File: config.mk
export PLATFORM = sky130hd
export DESIGN_NAME = audio_gain_gate_level_meter
export DESIGN_NICKNAME = d
export VERILOG_FILES = /design/src/rtl/agm_pkg.sv /design/src/rtl/audio_gain_gate_level_meter.sv /design/src/rtl/agm_cfg_regs.sv /design/src/rtl/agm_gain_scale.sv /design/src/rtl/agm_block_stats.sv /design/src/rtl/agm_level_meter.sv
export SDC_FILE = /design/constraint.sdc
export NUM_CORES = 1
export LEC_CHECK = 0
export ABC_AREA = 1
export BUFFER_PORTS_ARGS = -buffer_cell sky130_fd_sc_hd__buf_4
export CORE_MARGIN = 1.5
export CORE_UTILIZATION = 45
export DETAILED_ROUTE_END_ITERATION = 6
export PLACE_DENSITY = 0.72
export SYNTH_ARGS = -nofsm -noshare
export SYNTH_HDL_FRONTEND = slang
export SYNTH_SLANG_ARGS = --single-unit
export TNS_END_PERCENT = 30
File: constraint.sdc
create_clock -name clk -period 10.3 [get_ports clk]
set_input_delay 0.515 -clock clk [delete_from_list [all_inputs] [get_ports clk]]
set_output_delay 0.515 -clock clk [all_outputs]
set_load 0.05 [all_outputs]
File: src/rtl/agm_pkg.sv
// ----------------------------------------------------------------------------
// agm_pkg
// Shared types and constants for the gain, gate and level meter block.
// ----------------------------------------------------------------------------
package agm_pkg;

  localparam int SAMPLE_W = 16;
  localparam int GAIN_W   = 9;
  localparam int THRESH_W = 16;
  localparam int HANG_W   = 8;
  localparam int LEVEL_W  = 17;
  localparam int AVG_W    = 17;
  localparam int PADDR_W  = 4;
  localparam int PDATA_W  = 32;

  localparam logic [GAIN_W-1:0]  UNITY_GAIN = 9'd256;
  localparam logic [LEVEL_W-1:0] LEVEL_ONE  = 17'd65536;
  localparam logic [7:0]         KEEP_COEF  = 8'd179;
  localparam logic [7:0]         NEW_COEF   = 8'd230;

  // register reset values
  localparam logic [GAIN_W-1:0]   GAIN_RST   = 9'd205;
  localparam logic                MUTED_RST  = 1'b0;
  localparam logic [THRESH_W-1:0] THRESH_RST = 16'd24;
  localparam logic [HANG_W-1:0]   HANG_RST   = 8'd12;

  // register index (word address)
  localparam logic [1:0] REG_GAIN   = 2'd0;
  localparam logic [1:0] REG_MUTED  = 2'd1;
  localparam logic [1:0] REG_THRESH = 2'd2;
  localparam logic [1:0] REG_HANG   = 2'd3;

  typedef struct packed {
    logic [GAIN_W-1:0]   gain;
    logic                muted;
    logic [THRESH_W-1:0] peak_threshold;
    logic [HANG_W-1:0]   hangover_blocks;
  } agm_cfg_t;

  // per-beat block status out of the statistics stage
  typedef struct packed {
    logic done;
    logic live;
  } agm_blk_t;

endpackage

File: src/rtl/audio_gain_gate_level_meter.sv
// ----------------------------------------------------------------------------
// audio_gain_gate_level_meter
// Q8 gain with mute, block noise gate with hangover, smoothed level meter.
// ----------------------------------------------------------------------------
// pipeline: input, stats, gate/mult and level registers, in that order
// throughput: one beat per cycle; each stage moves when the next one has room
// the level average uses one reciprocal multiply per beat in the gate stage
// reset: pipeline empty, block counters, hangover and level cleared, amp off,
// registers back to gain 205, unmuted, threshold 24, hangover 12
// ----------------------------------------------------------------------------
module audio_gain_gate_level_meter #(
  parameter int BLOCK_LEN = 128
) (
  input  logic                                clk,
  input  logic                                rst_n,
  // sample channel
  input  logic                                in_valid,
  output logic                                in_stall,
  input  logic signed [agm_pkg::SAMPLE_W-1:0] in_sample_in,
  // result channel
  output logic                                out_valid,
  input  logic                                out_stall,
  output logic signed [agm_pkg::SAMPLE_W-1:0] out_left_out,
  output logic signed [agm_pkg::SAMPLE_W-1:0] out_right_out,
  output logic                                out_block_done,
  output logic                                out_amp_enable,
  output logic        [agm_pkg::LEVEL_W-1:0]  out_level_out,
  // register port
  input  logic                                psel,
  input  logic                                penable,
  input  logic                                pwrite,
  input  logic        [agm_pkg::PADDR_W-1:0]  paddr,
  input  logic        [agm_pkg::PDATA_W-1:0]  pwdata,
  output logic        [agm_pkg::PDATA_W-1:0]  prdata,
  output logic                                pready
);

  localparam int SUM_W = $clog2(BLOCK_LEN) + 16;

  agm_pkg::agm_cfg_t cfg;

  // stage valids and advance chain
  logic a_vld_r, b_vld_r, c_vld_r, out_vld_r;
  logic adv_b, adv_c, adv_d;

  logic signed [agm_pkg::SAMPLE_W-1:0] a_sample_r;
  logic signed [agm_pkg::SAMPLE_W-1:0] scaled;
  logic signed [agm_pkg::SAMPLE_W-1:0] b_v_r, c_v_r, out_v_r;
  agm_pkg::agm_blk_t                   blk;
  logic [SUM_W-1:0]                    sum_end;
  logic                                c_done_r, out_done_r;

  logic [agm_pkg::HANG_W-1:0] hang_r, hang_nxt;
  logic                       amp_r, amp_nxt, out_amp_r;
  logic [agm_pkg::LEVEL_W-1:0] level;

  assign adv_d    = !out_vld_r || !out_stall;
  assign adv_c    = !c_vld_r || adv_d;
  assign adv_b    = !b_vld_r || adv_c;
  assign in_stall = a_vld_r && !adv_b;

  agm_cfg_regs u_cfg (
    .clk     (clk),
    .rst_n   (rst_n),
    .psel    (psel),
    .penable (penable),
    .pwrite  (pwrite),
    .paddr   (paddr),
    .pwdata  (pwdata),
    .prdata  (prdata),
    .pready  (pready),
    .cfg     (cfg)
  );

  // input register
  always_ff @(posedge clk) begin
    if (!rst_n) begin
      a_vld_r <= 1'b0;
    end else if (!in_stall) begin
      a_vld_r <= in_valid;
    end
  end

  always_ff @(posedge clk) begin
    if (in_valid && !in_stall) begin
      a_sample_r <= in_sample_in;
    end
  end

  // stats stage
  agm_gain_scale u_scale (
    .sample (a_sample_r),
    .gain   (cfg.gain),
    .muted  (cfg.muted),
    .scaled (scaled)
  );

  agm_block_stats #(
    .BLOCK_LEN (BLOCK_LEN)
  ) u_stats (
    .clk     (clk),
    .rst_n   (rst_n),
    .load    (a_vld_r && adv_b),
    .sample  (a_sample_r),
    .cfg     (cfg),
    .blk     (blk),
    .sum_end (sum_end)
  );

  always_ff @(posedge clk) begin
    if (!rst_n) begin
      b_vld_r <= 1'b0;
    end else if (adv_b) begin
      b_vld_r <= a_vld_r;
    end
  end

  always_ff @(posedge clk) begin
    if (a_vld_r && adv_b) begin
      b_v_r <= scaled;
    end
  end

  // gate stage: hangover counter and amp enable
  always_comb begin
    hang_nxt = hang_r;
    amp_nxt  = amp_r;
    if (blk.done) begin
      if (blk.live) begin
        hang_nxt = cfg.hangover_blocks;
      end else if (hang_r != '0) begin
        hang_nxt = hang_r - agm_pkg::HANG_W'(1);
      end
      amp_nxt = blk.live || (hang_nxt != '0);
    end
  end

  always_ff @(posedge clk) begin
    if (!rst_n) begin
      c_vld_r <= 1'b0;
      hang_r  <= '0;
      amp_r   <= 1'b0;
    end else if (adv_c) begin
      c_vld_r <= b_vld_r;
      if (b_vld_r) begin
        hang_r <= hang_nxt;
        amp_r  <= amp_nxt;
      end
    end
  end

  always_ff @(posedge clk) begin
    if (b_vld_r && adv_c) begin
      c_v_r    <= b_v_r;
      c_done_r <= blk.done;
    end
  end

  // multiply in the gate stage, level update into the result register
  agm_level_meter #(
    .BLOCK_LEN (BLOCK_LEN)
  ) u_level (
    .clk      (clk),
    .rst_n    (rst_n),
    .mul_load (b_vld_r && adv_c),
    .sum_end  (sum_end),
    .upd_load (c_vld_r && adv_d),
    .upd_done (c_done_r),
    .level    (level)
  );

  // result register
  always_ff @(posedge clk) begin
    if (!rst_n) begin
      out_vld_r <= 1'b0;
    end else if (adv_d) begin
      out_vld_r <= c_vld_r;
    end
  end

  always_ff @(posedge clk) begin
    if (c_vld_r && adv_d) begin
      out_v_r    <= c_v_r;
      out_done_r <= c_done_r;
      out_amp_r  <= amp_r;
    end
  end

  assign out_valid      = out_vld_r;
  assign out_left_out   = out_v_r;
  assign out_right_out  = out_v_r;
  assign out_block_done = out_done_r;
  assign out_amp_enable = out_amp_r;
  assign out_level_out  = level;

  // a running hangover always keeps the amplifier on
  a_hang_amp: assert property (@(posedge clk) disable iff (!rst_n)
    (hang_r != '0) |-> amp_r)
    else $error("hangover running with amp off");

  // smoothed level never passes full scale
  a_level_max: assert property (@(posedge clk) disable iff (!rst_n)
    level <= agm_pkg::LEVEL_ONE)
    else $error("level above full scale");

  // input only backs up when the input register and every later stage are holding a beat
  a_stall_src: assert property (@(posedge clk) disable iff (!rst_n)
    in_stall |-> (a_vld_r && b_vld_r && c_vld_r && out_vld_r))
    else $error("input stalled with room in pipeline");

  // level only moves on a block end leaving the pipeline
  a_level_hold: assert property (@(posedge clk) disable iff (!rst_n)
    !(c_vld_r && adv_d && c_done_r) |=> $stable(level))
    else $error("level changed outside block end");

endmodule

File: src/rtl/agm_cfg_regs.sv
// ----------------------------------------------------------------------------
// agm_cfg_regs
// APB register file: gain, mute, peak threshold and hangover length.
// ----------------------------------------------------------------------------
module agm_cfg_regs (
  input  logic                         clk,
  input  logic                         rst_n,
  input  logic                         psel,
  input  logic                         penable,
  input  logic                         pwrite,
  input  logic [agm_pkg::PADDR_W-1:0]  paddr,
  input  logic [agm_pkg::PDATA_W-1:0]  pwdata,
  output logic [agm_pkg::PDATA_W-1:0]  prdata,
  output logic                         pready,
  output agm_pkg::agm_cfg_t            cfg
);

  agm_pkg::agm_cfg_t cfg_r;
  logic [1:0]        reg_idx;
  logic              wr_en;

  assign pready  = 1'b1;
  assign reg_idx = paddr[3:2];
  assign wr_en   = psel && penable && pwrite;
  assign cfg     = cfg_r;

  always_ff @(posedge clk) begin
    if (!rst_n) begin
      cfg_r.gain            <= agm_pkg::GAIN_RST;
      cfg_r.muted           <= agm_pkg::MUTED_RST;
      cfg_r.peak_threshold  <= agm_pkg::THRESH_RST;
      cfg_r.hangover_blocks <= agm_pkg::HANG_RST;
    end else if (wr_en) begin
      unique case (reg_idx)
        agm_pkg::REG_GAIN:   cfg_r.gain            <= pwdata[agm_pkg::GAIN_W-1:0];
        agm_pkg::REG_MUTED:  cfg_r.muted           <= pwdata[0];
        agm_pkg::REG_THRESH: cfg_r.peak_threshold  <= pwdata[agm_pkg::THRESH_W-1:0];
        agm_pkg::REG_HANG:   cfg_r.hangover_blocks <= pwdata[agm_pkg::HANG_W-1:0];
        default: ;
      endcase
    end
  end

  always_comb begin
    unique case (reg_idx)
      agm_pkg::REG_GAIN:   prdata = 32'(cfg_r.gain);
      agm_pkg::REG_MUTED:  prdata = 32'(cfg_r.muted);
      agm_pkg::REG_THRESH: prdata = 32'(cfg_r.peak_threshold);
      agm_pkg::REG_HANG:   prdata = 32'(cfg_r.hangover_blocks);
      default:             prdata = '0;
    endcase
  end

endmodule

File: src/rtl/agm_gain_scale.sv
// ----------------------------------------------------------------------------
// agm_gain_scale
// Q8 gain multiply, truncation toward zero, 16-bit saturation and mute.
// ----------------------------------------------------------------------------
module agm_gain_scale (
  input  logic signed [agm_pkg::SAMPLE_W-1:0] sample,
  input  logic        [agm_pkg::GAIN_W-1:0]   gain,
  input  logic                                muted,
  output logic signed [agm_pkg::SAMPLE_W-1:0] scaled
);

  localparam logic signed [17:0] SAT_MAX = 18'sd32767;
  localparam logic signed [17:0] SAT_MIN = -18'sd32768;

  logic        [agm_pkg::GAIN_W-1:0] gain_lim;
  logic signed [25:0]                prod;
  logic signed [17:0]                quo;

  always_comb begin
    gain_lim = (gain > agm_pkg::UNITY_GAIN) ? agm_pkg::UNITY_GAIN : gain;
    prod     = sample * $signed({1'b0, gain_lim});
    quo      = prod[25:8];
    // arithmetic shift rounds down, nudge negatives back toward zero
    if (prod[25] && (prod[7:0] != 8'd0)) begin
      quo = quo + 18'sd1;
    end
    if (muted) begin
      scaled = '0;
    end else if (quo > SAT_MAX) begin
      scaled = SAT_MAX[15:0];
    end else if (quo < SAT_MIN) begin
      scaled = SAT_MIN[15:0];
    end else begin
      scaled = quo[15:0];
    end
  end

endmodule

File: src/rtl/agm_block_stats.sv
// ----------------------------------------------------------------------------
// agm_block_stats
// Per-block peak and magnitude sum, block position and live detection.
// ----------------------------------------------------------------------------
module agm_block_stats #(
  parameter int BLOCK_LEN = 128
) (
  input  logic                                       clk,
  input  logic                                       rst_n,
  input  logic                                       load,
  input  logic signed [agm_pkg::SAMPLE_W-1:0]        sample,
  input  agm_pkg::agm_cfg_t                          cfg,
  output agm_pkg::agm_blk_t                          blk,
  output logic        [$clog2(BLOCK_LEN)+15:0]       sum_end
);

  localparam int IDX_W = $clog2(BLOCK_LEN);
  localparam int SUM_W = IDX_W + 16;

  logic [IDX_W-1:0]             idx_r;
  logic [agm_pkg::SAMPLE_W-1:0] peak_r;
  logic [SUM_W-1:0]             sum_r;
  agm_pkg::agm_blk_t            blk_r;
  logic [SUM_W-1:0]             sum_end_r;

  logic [agm_pkg::SAMPLE_W-1:0] mag;
  logic [agm_pkg::SAMPLE_W-1:0] peak_nxt;
  logic [SUM_W-1:0]             sum_nxt;
  logic                         last;

  always_comb begin
    // -32768 comes out as 0x8000, which is the right unsigned magnitude
    mag      = sample[agm_pkg::SAMPLE_W-1] ? 16'(-sample) : 16'(sample);
    peak_nxt = (mag > peak_r) ? mag : peak_r;
    sum_nxt  = sum_r + SUM_W'(mag);
    last     = (idx_r == IDX_W'(BLOCK_LEN - 1));
  end

  always_ff @(posedge clk) begin
    if (!rst_n) begin
      idx_r  <= '0;
      peak_r <= '0;
      sum_r  <= '0;
    end else if (load) begin
      if (last) begin
        idx_r  <= '0;
        peak_r <= '0;
        sum_r  <= '0;
      end else begin
        idx_r  <= idx_r + IDX_W'(1);
        peak_r <= peak_nxt;
        sum_r  <= sum_nxt;
      end
    end
  end

  always_ff @(posedge clk) begin
    if (load) begin
      blk_r.done <= last;
      blk_r.live <= !cfg.muted && (peak_nxt > cfg.peak_threshold);
      sum_end_r  <= sum_nxt;
    end
  end

  assign blk     = blk_r;
  assign sum_end = sum_end_r;

endmodule

File: src/rtl/agm_level_meter.sv
// ----------------------------------------------------------------------------
// agm_level_meter
// Block average by reciprocal multiply, then the smoothed level update.
// ----------------------------------------------------------------------------
module agm_level_meter #(
  parameter int BLOCK_LEN = 128
) (
  input  logic                                 clk,
  input  logic                                 rst_n,
  input  logic                                 mul_load,
  input  logic [$clog2(BLOCK_LEN)+15:0]        sum_end,
  input  logic                                 upd_load,
  input  logic                                 upd_done,
  output logic [agm_pkg::LEVEL_W-1:0]          level
);

  localparam int IDX_W = $clog2(BLOCK_LEN);
  localparam int SUM_W = IDX_W + 16;
  localparam int NUM_W = SUM_W + 1;
  localparam int SHIFT = NUM_W + IDX_W;
  localparam int REC_W = NUM_W + 1;
  localparam int PRD_W = NUM_W + REC_W;
  // floor(2^SHIFT / BLOCK_LEN) + 1 gives an exact quotient for any NUM_W-bit numerator
  localparam logic [63:0] RECIP = ((64'd1 << SHIFT) / 64'(BLOCK_LEN)) + 64'd1;
  localparam logic [REC_W-1:0] RECIP_M = RECIP[REC_W-1:0];

  logic [PRD_W-1:0]            prod_r;
  logic [agm_pkg::LEVEL_W-1:0] level_r;
  logic [agm_pkg::LEVEL_W-1:0] level_nxt;
  logic [NUM_W-1:0]            num;
  logic [agm_pkg::AVG_W-1:0]   avg2;
  logic [25:0]                 mix;

  assign num = {sum_end, 1'b0};

  always_ff @(posedge clk) begin
    if (mul_load) begin
      prod_r <= PRD_W'(num) * PRD_W'(RECIP_M);
    end
  end

  always_comb begin
    avg2 = prod_r[SHIFT +: agm_pkg::AVG_W];
    mix  = 26'(level_r) * 26'(agm_pkg::KEEP_COEF) + 26'(avg2) * 26'(agm_pkg::NEW_COEF);
    level_nxt = (mix[25:8] > 18'(agm_pkg::LEVEL_ONE)) ? agm_pkg::LEVEL_ONE : mix[24:8];
  end

  always_ff @(posedge clk) begin
    if (!rst_n) begin
      level_r <= '0;
    end else if (upd_load && upd_done) begin
      level_r <= level_nxt;
    end
  end

  assign level = level_r;

endmodule
# Word-level counts from Yosys, hierarchy flattened
# Cells that the tools add are included.
[word_totals]
register_bits = 249
output_inout_bits = 86
elab_cells = 91
[op_classes]
add_sub_neg = 6
n_mul = 4
magnitude_cmp = 6
eq_ne = 4
n_mux = 14
n_reduce_logical = 31
[ops]
columns = ["cell", "count"]
rows = [
  ["one-hot mux 32 bit (4 select lines)", 1],
  ["two-way mux 16 bit", 4],
  ["multiplier 23 x 25 -> 47 bit (second input constant)", 1],
  ["greater-than comparator 16 bit", 2],
  ["adder 25 x 25 -> 26 bit", 1],
  ["multiplier 16 x 10 -> 26 bit", 1],
  ["multiplier 17 x 8 -> 25 bit (second input constant)", 1],
  ["multiplier 17 x 7 -> 24 bit (second input constant)", 1],
  ["two-way mux 8 bit", 3],
  ["nonzero test 8 bit", 3],
  ["adder 23 x 16 -> 23 bit", 1],
  ["two-way mux 23 bit", 1],
  ["adder 18 x 2 -> 18 bit (second input constant)", 1],
  ["greater-than comparator 18 x 16 -> 1 bit (second input constant)", 1],
  ["greater-than comparator 18 x 17 -> 1 bit (second input constant)", 1],
  ["less-than comparator 18 x 16 -> 1 bit (second input constant)", 1],
  ["two-way mux 18 bit", 1],
  ["two-way mux 17 bit", 1],
  ["negator 16 bit", 1],
  ["two-way mux 15 bit", 1],
  ["logical AND 1 bit", 10],
  ["greater-than comparator 9 bit (second input constant)", 1],
  ["two-way mux 9 bit", 1],
  ["AND reduction 2 bit", 4],
  ["11 further kinds", 21],
]

# Longest topological paths before layout
[logic_depth]
word_depth = 9
depth_mapped = 41
ltp_nobuf = 40

# Cells and area by module
# A second synthesis with hierarchy kept.
[unflattened]
hier_cells = 3174
area_unflattened_um2 = 24538.5
[modules_own_cells]
columns = ["mod", "instances", "cells_each", "area_per_inst_um2"]
rows = [
  ["agm_level_meter", 1, 883, 7325.8],
  ["agm_gain_scale", 1, 1034, 7076.8],
  ["agm_block_stats", 1, 766, 5332.6],
  ["audio_gain_gate_level_meter", 1, 217, 2995.4],
  ["agm_cfg_regs", 1, 274, 1808.0],
]

# Least setup slack after synthesis
# Ideal clock, no wire load.
[synth_path]
path_type = "reg2reg"
startpoint = "register u_level.prod_r[33]"
endpoint = "register u_level.level_r (netlist bit u_level.level[10])"
setup_time_ns = 0.070
arrival_ns = 7.382
path_slack_ns = 2.848
path_stages_with_launch = 37
period_less_slack_ns = 7.452
cell_sequence = "edfxtp_1 > fa_1 > inv_1 > fa_1 > inv_1 > ha_1 > inv_1 > fa_1 > inv_1 > ha_1 > nand2_1 > nor2_1 > nand2_1 > o211ai_1 > a31oi_1 > o21ai_0 > nand3_1 > nand2_1 > xor2_1 > fa_1 > ha_1 > fa_1 > fa_1 > ha_1 > nand2_1 > inv_1 > a21oi_1 > a21boi_0 > nand3b_1 > nand2_1 > nand3_1 > nor2_1 > nand3_1 > nand2_1 > clkbuf_1 > nand3_1 > a21oi_1"
[synth_between]
elab_chain_cells = 4
[synth_rtl]
columns = ["element", "line", "source"]
rows = [
  ["start: declaration", "agm_level_meter.sv:27", "logic [PRD_W-1:0] prod_r;"],
  ["start signal: assignment", "agm_level_meter.sv:38", "prod_r <= PRD_W'(num) * PRD_W'(RECIP_M);"],
  ["multiplier 17 x 7 -> 24 bit (*)", "agm_level_meter.sv:44", "mix = 26'(level_r) * 26'(agm_pkg::KEEP_COEF) + 26'(avg2) * 26'(agm_pkg::NEW_COEF);"],
  ["adder 25 x 25 -> 26 bit (*)", "agm_level_meter.sv:44", ""],
  ["greater-than comparator 18 x 17 -> 1 bit", "agm_level_meter.sv:45", "level_nxt = (mix[25:8] > 18'(agm_pkg::LEVEL_ONE)) ? agm_pkg::LEVEL_ONE : mix[24:8];"],
  ["two-way mux 17 bit (*)", "agm_level_meter.sv:45", ""],
  ["end signal: assignment", "agm_level_meter.sv:52", "level_r <= level_nxt;"],
  ["end: declaration", "agm_level_meter.sv:28", "logic [agm_pkg::LEVEL_W-1:0] level_r;"],
]
# Every way passes the cells marked *; elsewhere a longest branch is shown, timed or not.
# A chain may end at the register's enable or synchronous reset.

# Worst setup path in the final report
[layout_path]
startpoint = "register u_level.prod_r[33]"
endpoint = "register u_level.level_r (netlist bit u_level.level[8])"
# Same word-level chain as after synthesis.

==> run metrics <==
status finished, final reports clean; Slew Viols, Final 0; post-synthesis cell area 0.0223 mm^2; max-cap violations 0; Final HPWL DP 40.2 mm; initial antenna violation count 0; drt initial violations 998; pwr dens roughly 270 mW/mm^2; Setup CP Type reg2reg; Die X about 230 um; Worst Path Max Fanout 16; DR vias around 17k; Post-layout nets 3,332; share of layout cells above drive strength 1 0.0846; Inst Count DP 3,452; TritonCTS clock tree yes; Ports 145; crit start category flop; CTS max path bufs 3; mean post-synth cell area 8.12 um^2; area of the core 0.0490 mm^2; number of distinct library cells after synthesis 57; Worst-path clk slew 0.07 ns; Tcrit/Tclk final 0.800; first-pass GRT wire length 83.6 mm; final hold viol count 0; largest net degree at the start of global routing 68; number of buffers created by CTS 26; drt first pass iters 5; clock power share 0.138; global route hottest layer met2; Crit path buffers/inverters 5; M1 GR Usage 0.270; Initial Util 0.456; Cells after Synth between 2k and 3k; Slew @ Worst Pin 1.19 ns; clock skew 0.0359 ns; grt met2 use 0.352; post-synthesis sequential area ratio 0.237; Worst Path Arrival 8.74 ns; Leakage ~12 nW; Clk Latency, worst-skew pair between 0.5 and 0.6 ns; Syn-to-layout area delta 9.71%; CP endpoint kind flop; final setup fails 0; Async S/R FF share, synth 0; drt wl/cell about 14 um; Worst EP required 10.80 ns; Root Driver clkbuf_16; Synth Flop Type dfxtp_1; Post-synth EDFFs 103; Crit path max-delay family adder cells; gr usage total 0.203; DR DRC count 0; hold_buf cts 0; maximum single-stage delay on the critical path 0.58 ns; total grt overflow 0; Ys Warns 0; CTS HTree Levels 1; min-delay worst type in2reg; RSZ-0062 raised after global routing false; Max Freq 121 MHz; die area 0.0509 mm^2; Comb pwr share 0.695; register share of total power 0.166; GRT met3 Usage 0.0208; #FFs+latches synth 213; number of vias per cell 4.96; WL final 50.0 mm; Fin Setup TNS 0 ns; Finished Layout Cells 3,500; post-CTS sizing 0; number of rows in the core area 81; ant diodes 0; Sw Ratio 0.515; Filler cells roughly 4.7k; Tmin final 8.24 ns; Psw between 0.003 and 0.004 W; Int Power 0.00326 W; gp weighted congestion 0.899; clock sink count between 200 and 250; maximum vdd drop 205 uV; Slowest-stage cell, CP fa_1; post-CTS setup buffers 0; IO Port Bufs around 110; Max-slew headroom 0.202; die height ~230 um; vias in the first global route 17.2k; Final ANT Viol Nets 0
[power groups by stage]
stage	combinational [W]	clock [W]	sequential, W
after floorplan	0.00377	0	0.00112
after global placement	0.00454	0	0.00113
after detailed placement	0.00463	0	0.00114
after CTS	0.00466	0.000951	0.00112
after global routing	0.00534	0.000984	0.00113
final	0.00467	0.000930	0.00112
[layer usage]
metal | routed length, um | part of all wire
met3 | 2350 | 0.047
met2 | 24000 | 0.48
met5 | 0 | 0
met1 | 22500 | 0.45
met4 | 1180 | 0.024
[worst paths after layout]
check                                                  start                            end  slack, ns  cells past startpoint
worst max register to register  u_level.prod_r[33]$_DFFE_PP_  u_level.level[8]$_SDFFE_PN0P_       2.06                     35
worst min register to register  u_stats.sum_end[7]$_DFFE_PP_   u_level.prod_r[32]$_DFFE_PP_       0.41                      0
worst min-delay path                        in_sample_in[15]       a_sample_r[15]$_DFFE_PP_       0.11                      1
worst max-delay path            u_level.prod_r[33]$_DFFE_PP_  u_level.level[8]$_SDFFE_PN0P_       2.06                     35
[state kept, by name (all words and copies together), names as in the netlist, 2 cells and up]
name,cells
u_stats.peak_r,16
u_level.level,17
a_sample_r,16
hang_r,8
u_stats.idx_r,7
b_v_r,16
u_stats.sum_r,23
out_left_out,16
u_stats.sum_end,17
u_cfg.cfg,34
u_level.prod_r,17
c_v_r,16
u_stats.blk,2
[cell usage in the layout, fill, tap and decap left out, types with 65 or more instances in the layout]
master	synthesis	layout
dfxtp_1	110	110
o21ai_0	75	75
nand2_1	553	553
ha_1	233	233
fa_1	224	224
edfxtp_1	103	103
nand3_1	118	118
buf_4	33	117
inv_1	553	552
a21oi_1	192	191
nor2_1	180	177
xor2_1	65	65
[synth_stat cells, drive strengths merged (13+ instances only)]
cell	number	area (um^2)
edfxtp	103	3090
ha	233	2920
clkbuf	56	211
and2	16	100
xnor2	25	219
nor2	189	752
inv	565	2120
dfxtp	110	2200
nor3	25	135
a21oi	203	1060
buf	36	283
fa	224	4480
xor2	67	602
o21ai	80	427
o211ai	13	97.6
nand4	23	150
nand2	581	2260
nand3	121	621
nand3b	17	128
[per-stage QoR]
stage	hold slack [ns]	cell area [um^2]	setup slack (ns)	power (W)	util
finish	0.111	24500	2.06	0.00672	0.500
global route	0.0876	24500	1.41	0.00745	0.500
CTS	0.0863	24500	2.03	0.00673	0.500
detailed placement	0.405	23600	2.05	0.00577	0.482
global placement	0.400	23600	2.18	0.00567	0.482
floorplan	0.400	22400	2.85	0.00489	-
[cell type report]
type                       count  area [um^2]  area share
inverter                     567         2130      0.0870
multi-input combinational   1891        14500       0.591
sequential                   213         5300       0.216
timing repair buffer         117          878      0.0359
tap                          664          831      0.0339
clock inverter                16          165     0.00675
clock buffer                  32          713      0.0291
[cells by family after synthesis]
family / Yosys count / synth area share
simple gates: 979 / 0.188
buf+inv: 659 / 0.118
fa+ha+maj: 457 / 0.332
compound gates: 346 / 0.0884
flops: 213 / 0.237
xor+xnor: 92 / 0.0368
other cells: 2 / 0.000337
[worst register-to-register path: cells and delay by family (launching register included)]
| kind | cells | cell delay, ns |
|---|---|---|
| buffers and inverters | 5 | 0.24 |
| and+or+nand+nor | 13 | 1.78 |
| xor gates and xnor gates | 1 | 0.23 |
| AOI/OAI and AO/OA | 6 | 1.11 |
| DFF | 1 | 0.51 |
| adders and majority gates | 10 | 4.34 |
Note: power is estimated with default switching activity, not from simulation.
